$ cat config.mk
export PLATFORM = sky130hd
export DESIGN_NAME = x86_64_page_table_walker_unit
export DESIGN_NICKNAME = d
export VERILOG_FILES = /design/src/rtl/core/x64ptw_pkg.sv /design/src/rtl/core/x64ptw_cfg_regs.sv /design/src/rtl/core/x64ptw_step.sv /design/src/rtl/core/x86_64_page_table_walker_unit.sv
export SDC_FILE = /design/constraint.sdc
export NUM_CORES = 1
export LEC_CHECK = 0
export BUFFER_PORTS_ARGS = -buffer_cell sky130_fd_sc_hd__buf_2
export CAP_MARGIN = 20
export CORE_MARGIN = 10
export CORE_UTILIZATION = 35
export DETAILED_ROUTE_END_ITERATION = 10
export HOLD_SLACK_MARGIN = 0.06
export PLACE_DENSITY_LB_ADDON = 0.2
export REMOVE_ABC_BUFFERS = 1
export SLEW_MARGIN = 40
export SYNTH_ARGS = -nofsm -noshare
export SYNTH_HDL_FRONTEND = slang
export SYNTH_SLANG_ARGS = --single-unit
$ cat constraint.sdc
create_clock -name clk -period 4.3 [get_ports clk]
set_input_delay 0.645 -clock clk [delete_from_list [all_inputs] [get_ports clk]]
set_output_delay 0.645 -clock clk [all_outputs]
set_load 0.02 [all_outputs]
$ cat src/rtl/core/x64ptw_pkg.sv
`default_nettype none
package x64ptw_pkg;

	// Physical address width that the page table entries carry.
	localparam int unsigned PHYS_ADDR_BITS = 48;

	localparam int unsigned VA_W     = 48;
	localparam int unsigned ENTRY_W  = 64;
	localparam int unsigned ROOT_W   = 48;
	localparam int unsigned MEM_W    = 49;
	localparam int unsigned RADDR_W  = 49;
	localparam int unsigned PADDR_W  = 48;
	localparam int unsigned INDEX_W  = 9;
	localparam int unsigned LEVEL_W  = 2;

	localparam int unsigned PAGE_SHIFT  = 12;
	localparam int unsigned LARGE_SHIFT = 21;
	localparam int unsigned LARGE_BIT   = 7;

	// Wide enough for a base plus a page or large page size and for memory_bytes.
	localparam int unsigned CMP_W = (PHYS_ADDR_BITS >= MEM_W) ? PHYS_ADDR_BITS + 1 : MEM_W + 1;

	localparam logic [CMP_W-1:0] PAGE_BYTES  = CMP_W'(64'h1000);
	localparam logic [CMP_W-1:0] LARGE_BYTES = CMP_W'(64'h20_0000);

	localparam logic FUNC_TRANSLATE = 1'b0;
	localparam logic FUNC_RESPONSE  = 1'b1;

	localparam logic KIND_READ = 1'b0;
	localparam logic KIND_DONE = 1'b1;

	localparam logic [LEVEL_W-1:0] LEVEL_PML4 = 2'd0;
	localparam logic [LEVEL_W-1:0] LEVEL_PDPT = 2'd1;
	localparam logic [LEVEL_W-1:0] LEVEL_PD   = 2'd2;
	localparam logic [LEVEL_W-1:0] LEVEL_PT   = 2'd3;

	// Register select is bit 3 of the byte address (registers are 8 bytes apart).
	localparam int unsigned APB_ADDR_W = 4;
	localparam int unsigned APB_DATA_W = 64;
	localparam logic REG_TABLE_ROOT   = 1'b0;
	localparam logic REG_MEMORY_BYTES = 1'b1;

	typedef struct packed {
		logic               func;
		logic [VA_W-1:0]    vaddr;
		logic [ENTRY_W-1:0] read_data;
	} item_t;

	typedef struct packed {
		logic               kind;
		logic [RADDR_W-1:0] read_addr;
		logic [PADDR_W-1:0] phys_addr;
		logic               fault;
	} result_t;

	typedef struct packed {
		logic [ROOT_W-1:0] table_root;
		logic [MEM_W-1:0]  memory_bytes;
	} cfg_t;

	typedef struct packed {
		logic               busy;
		logic [LEVEL_W-1:0] level;
		logic [VA_W-1:0]    held_vaddr;
	} walk_t;

	function automatic logic [INDEX_W-1:0] level_index(input logic [VA_W-1:0] va,
		input logic [LEVEL_W-1:0] level);
		logic [INDEX_W-1:0] idx;
		case (level)
			LEVEL_PML4: idx = va[47:39];
			LEVEL_PDPT: idx = va[38:30];
			LEVEL_PD:   idx = va[29:21];
			LEVEL_PT:   idx = va[20:12];
			default:    idx = '0;
		endcase
		return idx;
	endfunction

endpackage
`default_nettype wire

$ cat src/rtl/core/x64ptw_cfg_regs.sv
`default_nettype none
module x64ptw_cfg_regs
	import x64ptw_pkg::*;
(
	input  wire logic                  clk,
	input  wire logic                  arst_n,
	input  wire logic                  psel,
	input  wire logic                  penable,
	input  wire logic                  pwrite,
	input  wire logic [APB_ADDR_W-1:0] paddr,
	input  wire logic [APB_DATA_W-1:0] pwdata,
	output logic      [APB_DATA_W-1:0] prdata,
	output logic                       pready,
	output cfg_t                       cfg
);

	logic [ROOT_W-1:0] table_root_q;
	logic [MEM_W-1:0]  memory_bytes_q;
	logic              wr_en;

	assign pready = 1'b1;
	assign wr_en  = psel && penable && pwrite;

	always_ff @(posedge clk or negedge arst_n) begin
		if (!arst_n) begin
			table_root_q   <= '0;
			memory_bytes_q <= '0;
		end else if (wr_en) begin
			case (paddr[3])
				REG_TABLE_ROOT:   table_root_q   <= pwdata[ROOT_W-1:0];
				REG_MEMORY_BYTES: memory_bytes_q <= pwdata[MEM_W-1:0];
				default: ;
			endcase
		end
	end

	always_comb begin
		case (paddr[3])
			REG_TABLE_ROOT:   prdata = APB_DATA_W'(table_root_q);
			REG_MEMORY_BYTES: prdata = APB_DATA_W'(memory_bytes_q);
			default:          prdata = '0;
		endcase
	end

	assign cfg.table_root   = table_root_q;
	assign cfg.memory_bytes = memory_bytes_q;

endmodule
`default_nettype wire

$ cat src/rtl/core/x64ptw_step.sv
`default_nettype none
module x64ptw_step
	import x64ptw_pkg::*;
(
	input  wire item_t   item,
	input  wire walk_t   walk,
	input  wire cfg_t    cfg,
	output logic    has_result,
	output result_t result,
	output walk_t   walk_next
);

	logic [PHYS_ADDR_BITS-1:0] base;
	logic [PHYS_ADDR_BITS-1:0] large_phys;
	logic [PHYS_ADDR_BITS-1:0] page_phys;
	logic [CMP_W-1:0]          mem_ext;
	logic [CMP_W-1:0]          base_end;
	logic [CMP_W-1:0]          large_end;
	logic [CMP_W-1:0]          next_read;
	logic [CMP_W-1:0]          root_read;
	logic [LEVEL_W-1:0]        level_inc;
	logic                      base_bad;
	logic                      large_bad;
	logic                      is_large;

	assign base       = {item.read_data[PHYS_ADDR_BITS-1:PAGE_SHIFT], {PAGE_SHIFT{1'b0}}};
	assign large_phys = {item.read_data[PHYS_ADDR_BITS-1:LARGE_SHIFT],
		walk.held_vaddr[LARGE_SHIFT-1:0]};
	assign page_phys  = {base[PHYS_ADDR_BITS-1:PAGE_SHIFT], walk.held_vaddr[PAGE_SHIFT-1:0]};

	assign mem_ext   = CMP_W'(cfg.memory_bytes);
	assign base_end  = CMP_W'(base) + PAGE_BYTES;
	assign large_end = CMP_W'(large_phys) + LARGE_BYTES;
	assign base_bad  = (base == '0) || (base_end > mem_ext);
	assign large_bad = (large_phys == '0) || (large_end > mem_ext);
	assign is_large  = (walk.level == LEVEL_PD) && item.read_data[LARGE_BIT];

	assign level_inc = walk.level + LEVEL_W'(1);
	assign next_read = CMP_W'(base)
		+ CMP_W'({level_index(walk.held_vaddr, level_inc), 3'b000});
	assign root_read = CMP_W'(cfg.table_root)
		+ CMP_W'({level_index(item.vaddr, LEVEL_PML4), 3'b000});

	always_comb begin
		has_result       = 1'b0;
		result.kind      = KIND_READ;
		result.read_addr = '0;
		result.phys_addr = '0;
		result.fault     = 1'b0;
		walk_next        = walk;

		if (item.func == FUNC_TRANSLATE) begin
			if (!walk.busy) begin
				has_result           = 1'b1;
				result.read_addr     = RADDR_W'(root_read);
				walk_next.busy       = 1'b1;
				walk_next.level      = LEVEL_PML4;
				walk_next.held_vaddr = item.vaddr;
			end
		end else if (walk.busy) begin
			has_result = 1'b1;
			if (base_bad || is_large || walk.level == LEVEL_PT) begin
				// The walk ends here, as a fault or with a translation.
				result.kind     = KIND_DONE;
				walk_next.busy  = 1'b0;
				walk_next.level = LEVEL_PML4;
				if (base_bad || (is_large && large_bad)) begin
					result.fault = 1'b1;
				end else if (is_large) begin
					result.phys_addr = PADDR_W'(large_phys);
				end else begin
					result.phys_addr = PADDR_W'(page_phys);
				end
			end else begin
				result.read_addr = RADDR_W'(next_read);
				walk_next.level  = level_inc;
			end
		end
	end

endmodule
`default_nettype wire

$ cat src/rtl/core/x86_64_page_table_walker_unit.sv
// Four-level x86-64 page table walker.
// The item channel (item_valid, item_stall, item) carries translate requests
// (func = 0, vaddr) and memory read responses (func = 1, read_data). The result
// channel (result_valid, result_stall, result) returns either a memory read request
// (kind = 0, read_addr) or a finished translation (kind = 1, phys_addr, fault).
// A word is taken when its valid is high and its stall is low at a clock edge.
// Every accepted word is handled by a single combinational pass between the
// input register and the result register, so a new word is taken every cycle
// unless result_stall holds a pending result; results leave the result register.
// A request that arrives during a walk and a response that arrives outside a walk
// are consumed without a result.
// When result_stall holds a pending result, the word in the input register waits
// and item_stall rises; nothing is lost or repeated.
// table_root and memory_bytes are written over APB at byte addresses 0 and 8, by
// the user only while the walker is idle (unenforced); pready is always high.
// Asynchronous reset clears both registers, the walk state and all valid flags.
`default_nettype none
module x86_64_page_table_walker_unit
	import x64ptw_pkg::*;
(
	input  wire logic                  clk,
	input  wire logic                  arst_n,
	input  wire logic                  item_valid,
	output logic                       item_stall,
	input  wire item_t                 item,
	output logic                       result_valid,
	input  wire logic                  result_stall,
	output result_t                    result,
	input  wire logic                  psel,
	input  wire logic                  penable,
	input  wire logic                  pwrite,
	input  wire logic [APB_ADDR_W-1:0] paddr,
	input  wire logic [APB_DATA_W-1:0] pwdata,
	output logic      [APB_DATA_W-1:0] prdata,
	output logic                       pready
);

	cfg_t    cfg;
	item_t   item_s1;
	logic    valid_s1;
	walk_t   walk_q;
	walk_t   walk_next;
	logic    has_result;
	result_t step_result;
	result_t result_q;
	logic    result_valid_q;
	logic    advance;
	logic    accept;

	x64ptw_cfg_regs u_cfg (
		.clk     (clk),
		.arst_n  (arst_n),
		.psel    (psel),
		.penable (penable),
		.pwrite  (pwrite),
		.paddr   (paddr),
		.pwdata  (pwdata),
		.prdata  (prdata),
		.pready  (pready),
		.cfg     (cfg)
	);

	x64ptw_step u_step (
		.item       (item_s1),
		.walk       (walk_q),
		.cfg        (cfg),
		.has_result (has_result),
		.result     (step_result),
		.walk_next  (walk_next)
	);

	// The staged word moves on whenever the result register is free or being drained.
	assign advance    = valid_s1 && (!result_valid_q || !result_stall);
	assign item_stall = valid_s1 && !advance;
	assign accept     = item_valid && !item_stall;

	always_ff @(posedge clk or negedge arst_n) begin
		if (!arst_n) begin
			valid_s1 <= 1'b0;
		end else if (accept) begin
			valid_s1 <= 1'b1;
		end else if (advance) begin
			valid_s1 <= 1'b0;
		end
	end

	always_ff @(posedge clk) begin
		if (accept) begin
			item_s1 <= item;
		end
	end

	always_ff @(posedge clk or negedge arst_n) begin
		if (!arst_n) begin
			walk_q <= '0;
		end else if (advance) begin
			walk_q <= walk_next;
		end
	end

	always_ff @(posedge clk or negedge arst_n) begin
		if (!arst_n) begin
			result_valid_q <= 1'b0;
		end else if (advance && has_result) begin
			result_valid_q <= 1'b1;
		end else if (!result_stall) begin
			result_valid_q <= 1'b0;
		end
	end

	always_ff @(posedge clk) begin
		if (advance && has_result) begin
			result_q <= step_result;
		end
	end

	assign result_valid = result_valid_q;
	assign result       = result_q;

endmodule
`default_nettype wire
* Yosys cells after proc, flatten, opt, wreduce, memory -nomap -nowiden *
Index checks and enable logic that the tools add are counted.

word-level totals
  flip-flop bits (word level) = 346
  input bits = 188
  output and inout bits = 166
  word-level logic and storage cells = 85

operators by class
  $add $sub $neg = 5
  $lt $le $gt $ge = 2
  eq/ne operators = 8
  multiplexer cells = 23
  bitwise operators = 4
  reduce and logical (&&, ||, !) cells = 29

operators with widths
  operator                  count
  $mux W49                  4
  $pmux W64 S2              1
  $gt A50 B49 Y1            2
  $add A48 B12 Y49          2
  $mux W98                  1
  $logic_not A48 Y1         2
  $mux W50                  1
  $add A48 B13 Y49 const B  1
  $add A48 B22 Y49 const B  1
  $mux W48                  1
  $pmux W9 S4               1
  $mux W21                  1
  $mux W1                   10
  $reduce_and A3 Y1         3
  $eq A2 B2 Y1 const B      4
  $logic_and A1 B1 Y1       8
  $logic_or A1 B1 Y1        6
  $mux W3                   2
  $reduce_and A2 Y1         3
  $logic_not A1 Y1          4
  $ne A2 B1 Y1 const B      2
  $not A1 Y1                4
  $reduce_or A4 Y1          1
  $add A2 B1 Y2 const B     1
  other kinds (5)           5

* Depth between registers and ports, before layout *
Gate-level depths: netlist of the first run.

  depth in word-level cells = 9
  gate-level depth with buffers = 20
  gate-level depth less buffers = 17

* Cells and area by module *
A second synthesis of the first run with hierarchy kept.

second synthesis, totals
  cell total of the unflattened synthesis = 1655
  area total of the unflattened synthesis = 19184.6 um2

by module, submodules not included
  module                         instances  cells each  area an instance (um2)
  x86_64_page_table_walker_unit  1          330         8371.8
  x64ptw_step                    1          1046        6368.6
  x64ptw_cfg_regs                1          279         4444.3

* Worst setup path before layout of the first run *
OpenSTA, ideal clock, no wires.

  path type = reg2reg
  start point = register item_s1[30] in the netlist's numbering
  end point = register result_q, in the netlist result[38], data pin
  library setup time = 0.255 ns
  arrival = 4.331 ns
  required time = 4.045 ns
  setup slack = -0.285 ns
  stages on the path, launching flop included = 20
  buffers on the path = 3
  cell sequence = edfxtp_1 clkbuf_1 and4_1 and3_1 and4_1 nand4_1 nor4_1 nand2_1 xnor2_1 ha_1 nand3_1 or4_4 nor4b_1 a211oi_1 a31oi_2 inv_2 o2111a_2 buf_6 buf_6 and2_1

on the way
  longest elaborated chain between the ends = 7
  elaborated cells between the ends (all ways) = 14
  those cells by class = add/sub: 2; order compare: 2; bitwise: 1; reduce/logical: 9

ends and longest elaborated chain
  element                          RTL line                              text
  start: declaration               x86_64_page_table_walker_unit.sv:39   item_t item_s1;
  start signal: assignment         x86_64_page_table_walker_unit.sv:89   item_s1 <= item;
  $add A48 B13 Y49                 x64ptw_step.sv:32                     assign base_end = CMP_W'(base) + PAGE_BYTES;
  $gt A50 B49 Y1                   x64ptw_step.sv:34                     assign base_bad = (base == '0) || (base_end > mem_ext);
  $logic_or A1 B1 Y1               x64ptw_step.sv:34
  $logic_or A1 B1 Y1 (2 in a row)  x64ptw_step.sv:62                     if (base_bad || is_large || walk.level == LEVEL_PT) begin
  $not A1 Y1 (no line)             --
  $reduce_or A4 Y1 (no line) (*)   --
  end signal: assignment           x86_64_page_table_walker_unit.sv:113  result_q <= step_result;
  end: declaration                 x86_64_page_table_walker_unit.sv:45   result_t result_q;

Every way passes the cells marked *; elsewhere a longest branch is shown, timed or not.
A chain may end at the register's enable or synchronous reset.

==> results.txt, run 1 <==
Iteration-0 DRC Markers = 825
Area delta synth->final = 26.9%
Initial Util = 35.5%
Clock transition at path regs = 0.06 ns
Gate Count Post-Synth = 1403
Yosys top cell by area = edfxtp_1
Startpoint Class = flip-flop
Via Count = 12400
Final hold slack = 0.0594 ns
Final cycle utilization of the critical path = 105%
Crit. End Element = flip-flop
Max_cap viols = 0
Hold buffers post-CTS = 0
All-Layer GR Usage = 18.6%
Final hold violation count = 0
Die span in y = 240 um
Static leakage = 0.00919 uW
Max clock buf depth = 3
R2R Setup Slk = -0.23 ns
Layout cells sized above 1 = 39.9%
CP Max Fanout = 13
Root buffer cell = clkbuf_16
Global-route wire length before repair = 80500 um
Die width = 240 um
Max Fclk = 221 MHz
Core area = 0.0478 mm^2
Share of the synthesized area in the top cell type = 32.7%
Critical-path top delay cell = or4_4
Max Slew Vio Count = 0
Sequential-to-total area share from yosys stat = 53.5%
# IOs = 354
Num rows = 80
DRC errors left = 0
Violated checks = negative setup slack
Synth area leaders = edfxtp_1 (33%), dfrtp_1 (21%), mux2_2 (12%)
CTS Buf Count = 39
Synth Flop Type = edfxtp_1
Port buffer count = 292
Post-synth EDFFs = 185
Synth top cells by count = edfxtp_1 (185), mux2_2 (179), dfrtp_1 (141)
Core Util, Final = 45.1%
Placer Congestion = 0.856
Critical Path, Cell by Cell = and4_4, and3_4, and4_4, nand4_1, nor4_2, nand2_1, xnor2_1, ha_1, nand3_2, or4_4, or4_4, nor2_4, a31oi_4, buf_6, nor3_4, buf_12, buf_8, buf_12, nand2_1, o21ai_1
Overflow after GRT = 0
Synthesized area = 0.0170 mm^2
HPWL Detailed = 40900 um
Min-Delay Path Class = in -> async
Cell with the most instances after synthesis = edfxtp_1
Largest stage delay, worst path = 0.57 ns
Die area = 0.0578 mm^2
Final worst-path setup slack = -0.229 ns
Yosys warns = 0
Nets = 2091
Syn_area_per_cell = 12.1 um^2
Final ANT Viol Nets = 0
Worst path arrival time = 4.93 ns
Crit Path Category = reg -> reg
Pre-antenna DRT Iters = 7
Origin of the critical flop-to-flop path = item_s1[32]
Final Skew = 0.0275 ns
P per Cell Area = 556 mW/mm^2
Avg WL per Cell = 22.3 um
Initial antenna violation count = 3
CTS Sinks = 326
Number of global-route vias before repair = 13100
Pin count of the biggest net entering global routing = 79
Worst skew pair latency = 0.57 ns
H-Tree Depth = 2
Least-Margin Pin Slew = 0.850 ns
Peak supply drop = 0.306 mV
CTS tree = built
WP data required = 4.70 ns
Via density = 5.09
Synth Register Bits = 326
Unique masters post-synth = 63
Final Setup Violations = 97
Share of synthesized flip-flops with an asynchronous set or reset = 43.3%
Crit. Startpoint = item_s1[32]
RSZ-0062 raised after global routing = yes
Total chip power = 12000 uW
Crit path time final = 4.53 ns
Antenna cells = 0
Slew headroom = 43.3%
Outcome = complete, but fails checks
WL final = 54600 um
==> area by class of cell <==
type,count,area (um^2)
clock inverters,21,154
flip-flops and latches,326,9080
repair buffers,420,2640
well taps,615,769
clock buffers,51,1100
fillers,4479,26300
multi-input cells,942,7550
inverters,69,264
==> worst paths after layout <==
path / to / depth (start not counted)
setup reg to reg: result[64] / 20
setup / recovery: result[64] / 20
hold / removal: u_cfg.memory_bytes_q[6] / 1
min in group clk: item_s1[106] / 1
hold reg to reg: walk_q[24] / 1
max in group asynchronous: u_cfg.table_root_q[28] / 2
==> cell usage in the layout (no fill, tap or decap), types with 11 or more instances in the layout <==
master	count
buf_2	291
edfxtp_1	185
mux2_2	179
dfrtp_1	141
buf_4	106
ha_1	103
nand2_1	84
xnor2_1	69
inv_1	66
a21oi_1	48
and2_1	45
nor2_1	42
clkbuf_16	40
nand3_1	34
nand4_1	34
xor2_1	31
nor3_1	25
o21ai_0	25
o21ai_1	22
nor4_1	18
conb_1	16
buf_12	13
a21o_1	12
and3_1	11
==> flip-flops by register name, indices dropped and copies added (netlist names) <==
name,cells
result,99
item_s1,86
u_cfg.memory_bytes_q,49
u_cfg.table_root_q,48
walk_q,42
result_valid,1
valid_s1,1
==> power breakdown <==
part	internal, uW	switching [uW]
logic	1660	2310
registers	4200	598
clock network	1880	1350
total	7730	4260
==> metal layers <==
metal	track usage [%]	up-vias	share of wire (%)
met2	31.7	377	49
met3	3.76	84	5.8
met4	6.00	6	2.6
met5	0	-	0.073
met1	23.1	6104	42
li1	-	5868	-
==> cells by family (layout without fill, tap and decap cells) <==
logic type	after synthesis	in the layout	share of synthesized area, %
xor+xnor	101	101	5.21
compound gates	165	165	6.05
flops	326	326	53.5
other cells	2	16	0.0442
buf+inv	149	561	3.90
simple gates	376	376	11.7
mux	179	179	11.9
fa+ha+maj	105	105	7.78
==> critical path, delay by kind of cell, from the launching register on <==
| family | cells | cell delay [ns] |
|---|---|---|
| xor+xnor | 1 | 0.14 |
| flops | 1 | 0.36 |
| buf+inv | 4 | 0.53 |
| fa+ha+maj | 1 | 0.33 |
| simple gates | 12 | 2.86 |
| compound gates | 2 | 0.14 |
==> stage by stage <==
stage	cell area (um^2)	worst slack [ns]	std cells	TNS [ns]
3_3_place_gp	19800	-0.250	2347	-15.51
2_1_floorplan	16600	-0.432	1337	-19.98
5_1_grt	21600	-0.400	2444	-31.73
4_1_cts	21500	-0.192	2442	-5.85
6_report	21600	-0.229	2444	-14.56
3_5_place_dp	19800	-0.283	2348	-18.61
==> what timing repair did <==
item / 4_1_cts / 5_1_grt
setup buffers: 19 / 6
resized for setup: 54 / 37
hold endpoints to repair: 0 / 0
cloned: 3 / 0
setup endpoints to repair: 98 / 98
pin swaps: 37 / 20
No activity file was read; power rests on OpenSTA's default activity.
==> run 2: changes to the inputs <==
--- a/config.mk
+++ b/config.mk
@@ -5,6 +5,7 @@
 export SDC_FILE = /design/constraint.sdc
 export NUM_CORES = 1
 export LEC_CHECK = 0
+export ABC_AREA = 1
 export BUFFER_PORTS_ARGS = -buffer_cell sky130_fd_sc_hd__buf_2
 export CAP_MARGIN = 20
 export CORE_MARGIN = 10
==> results.txt, run 2 <==
Placer Congestion = 0.940
Max_cap viols = 0
Switch Pwr = 4490 uW
H-Tree Depth = 2
Critical-path top delay cell = edfxtp_1
Clock power share = 27.7%
CTS Sinks = 332
Pin count of the biggest net entering global routing = 87
Syn_area_per_cell = 8.83 um^2
Iteration-0 DRC Markers = 1251
Synthesized area = 0.0184 mm^2
Die span in y = 250 um
Final Skew = 0.0344 ns
Via Count = 15600
Number of global-route vias before repair = 15600
Layout cells sized above 1 = 20.7%
Nets = 2702
Total chip power = 11800 uW
Post-synth EDFFs = 185
Final cycle utilization of the critical path = 93.9%
All-Layer GR Usage = 20.8%
Root buffer cell = clkbuf_16
Peak supply drop = 0.412 mV
Switching Share = 38.0%
Avg WL per Cell = 21.4 um
Critical Path, Cell by Cell = buf_4, ha_2, nand2_1, nor2_1, buf_4, nand2_1, nor2_1, xor2_1, o21ai_0, inv_1, ha_1, nand2_1, inv_1, nand2_1, nand2_1, nand2_1, nand2_1, a21oi_2, nand3_1, nand2_1, and2_4, nand2_2, buf_4, nor3_1
Yosys top cell by area = edfxtp_1
Die area = 0.0623 mm^2
CP Max Fanout = 8
Layout filler cell count = 5348
Largest stage delay, worst path = 0.41 ns
Gate Count Post-Synth = 2088
P per Cell Area = 530 mW/mm^2
WL final = 67100 um
Crit Path Category = reg -> reg
Cell with the most instances after synthesis = nand2_1
DRC errors left = 0
Max clock buf depth = 3
CTS tree = built
Final hold violation count = 0
Least-Margin Pin Slew = 0.761 ns
Crit. End Element = flip-flop
Die width = 250 um
Max Fclk = 248 MHz
Port buffer count = 292
R2R Setup Slk = 0.26 ns
Static leakage = 0.0105 uW
Worst path arrival time = 4.42 ns
Global-route wire length before repair = 98500 um
Share of synthesized flip-flops with an asynchronous set or reset = 44.3%
Finished Layout Cells = 3129
Via density = 4.98
Top cell by count, worst path = nand2_1
Gate power share = 31.5%
R2R Path End = result[13]
Internal power = 7330 uW
Bufs and invs on worst path = 5
Most common library cell in the layout ignoring fill and taps = nand2_1
Final ANT Viol Nets = 0
Initial Util = 35.2%
Startpoint Class = flip-flop
WP data required = 4.69 ns
Clock transition at path regs = 0.06 ns
Core area = 0.0523 mm^2
Max reg flops = 99
Max Slew Vio Count = 0
Area delta synth->final = 21.0%
Final Setup Violations = 0
Worst skew pair latency = 0.59 ns
Share of the synthesized area in the top cell type = 30.1%
Synth Flop Type = edfxtp_1
Num rows = 84
Synth Register Bits = 332
HPWL Detailed = 52700 um
Reg2reg path depth = 24
Pre-antenna DRT Iters = 6
Unique masters post-synth = 49
Sequential-to-total area share from yosys stat = 50.1%
Initial antenna violation count = 1
Origin of the critical flop-to-flop path = item_s1[21]
Sequential power share = 40.8%
Crit path time final = 4.04 ns
Yosys warns = 0
Most frequent cells in the layout = nand2_1 (444), inv_1 (306), buf_2 (291)
Overflow after GRT = 0
Worst path top cell family by delay = simple AND/OR/NAND/NOR gates
Slew headroom = 49.3%
Synth area leaders = edfxtp_1 (30%), dfrtp_1 (20%), nand2_1 (9.1%)
# IOs = 354
Synth top cells by count = nand2_1 (449), inv_1 (309), o21ai_0 (210)
CTS Buf Count = 39
Outcome = finished, final reports clean
Placed insts = 3046
Min-Delay Path Class = in -> async
==> run 2: worst register-to-register path, delay by kind of cell (launching register included) <==
kind	cells	cell delay [ns]
AO/OA/AOI/OAI	2	0.33
XOR/XNOR	1	0.28
adder cells (fa/ha/maj)	2	0.49
buffers and inverters	5	0.66
flip-flops	1	0.41
AND/OR/NAND/NOR	14	1.68
==> run 2: metrics by stage <==
| stage | hold WS (ns) | setup WS [ns] | setup TNS, ns | util (%) | instance area (um^2) |
|---|---|---|---|---|---|
| finish | 0.0345 | 0.264 | 0 | 42.6 | 22300 |
| global route | 0.0829 | -0.0104 | -0.0277 | 42.6 | 22300 |
| CTS | 0.0923 | 0.125 | 0 | 42.3 | 22200 |
| detailed placement | 0.464 | 0.182 | 0 | 40.0 | 20900 |
| global placement | 0.462 | 0.198 | 0 | 39.9 | 20900 |
| floorplan | 0.349 | -1.48 | -131.13 | - | 18000 |
==> run 2: how the worst max path moves through the flow <==
stage                       from         end  slack, ns  cells past startpoint
floorplan           result_stall  walk_q[48]      -1.48                      6
global placement     item_s1[23]  result[21]       0.20                     22
detailed placement   item_s1[26]  result[21]       0.18                     21
CTS                  item_s1[26]  result[21]       0.12                     21
global route         item_s1[27]   result[5]      -0.01                     21
finish               item_s1[21]  result[13]       0.26                     24
==> run 2: metal layers <==
metal / GRT usage [%] / vias to the layer above / wire [um]
met5: 0 / - / 0
met3: 3.85 / 91 / 4180
met2: 34.7 / 524 / 31800
met1: 26.6 / 7410 / 29100
met4: 6.93 / 0 / 2030
li1: - / 7549 / -
==> run 2: area by class of cell <==
class	instances	area (um^2)	area share, %
Clock buffer	55	1090	4.87
Clock inverter	17	151	0.678
Sequential cell	332	9230	41.4
Timing Repair Buffer	353	2070	9.27
Antenna cell	1	2.50	0.0112
Multi-Input combinational cell	1371	7740	34.7
Tap cell	688	861	3.86
Inverter	312	1170	5.25
==> run 2: power groups by stage <==
stage	sequential (uW)	clock [uW]	combinational [uW]
after floorplan	4990	0	2040
after global placement	4870	0	3650
after detailed placement	4880	0	3710
after CTS	4820	3350	3730
after global routing	4890	3470	4180
final	4820	3270	3730
==> run 2: kinds of logic (layout without fill, tap and decap cells) <==
family / count (synthesis) / after routing / share of synthesized area, %
other: 2 / 17 / 0.0407
muxes: 25 / 25 / 1.52
buffers and inverters: 399 / 737 / 8.79
AOI/OAI and AO/OA: 351 / 351 / 10.0
adders and majority gates: 105 / 105 / 7.17
and+or+nand+nor: 831 / 831 / 20.4
xor gates and xnor gates: 43 / 43 / 2.04
DFF: 332 / 332 / 50.1
==> run 2: what timing repair did <==
| action | 4_1_cts | 5_1_grt |
|---|---|---|
| buffers inserted | 0 | 9 |
| hold buffers | 0 | 0 |
| resized for setup | 0 | 17 |
| setup endpoints to repair | 0 | 94 |
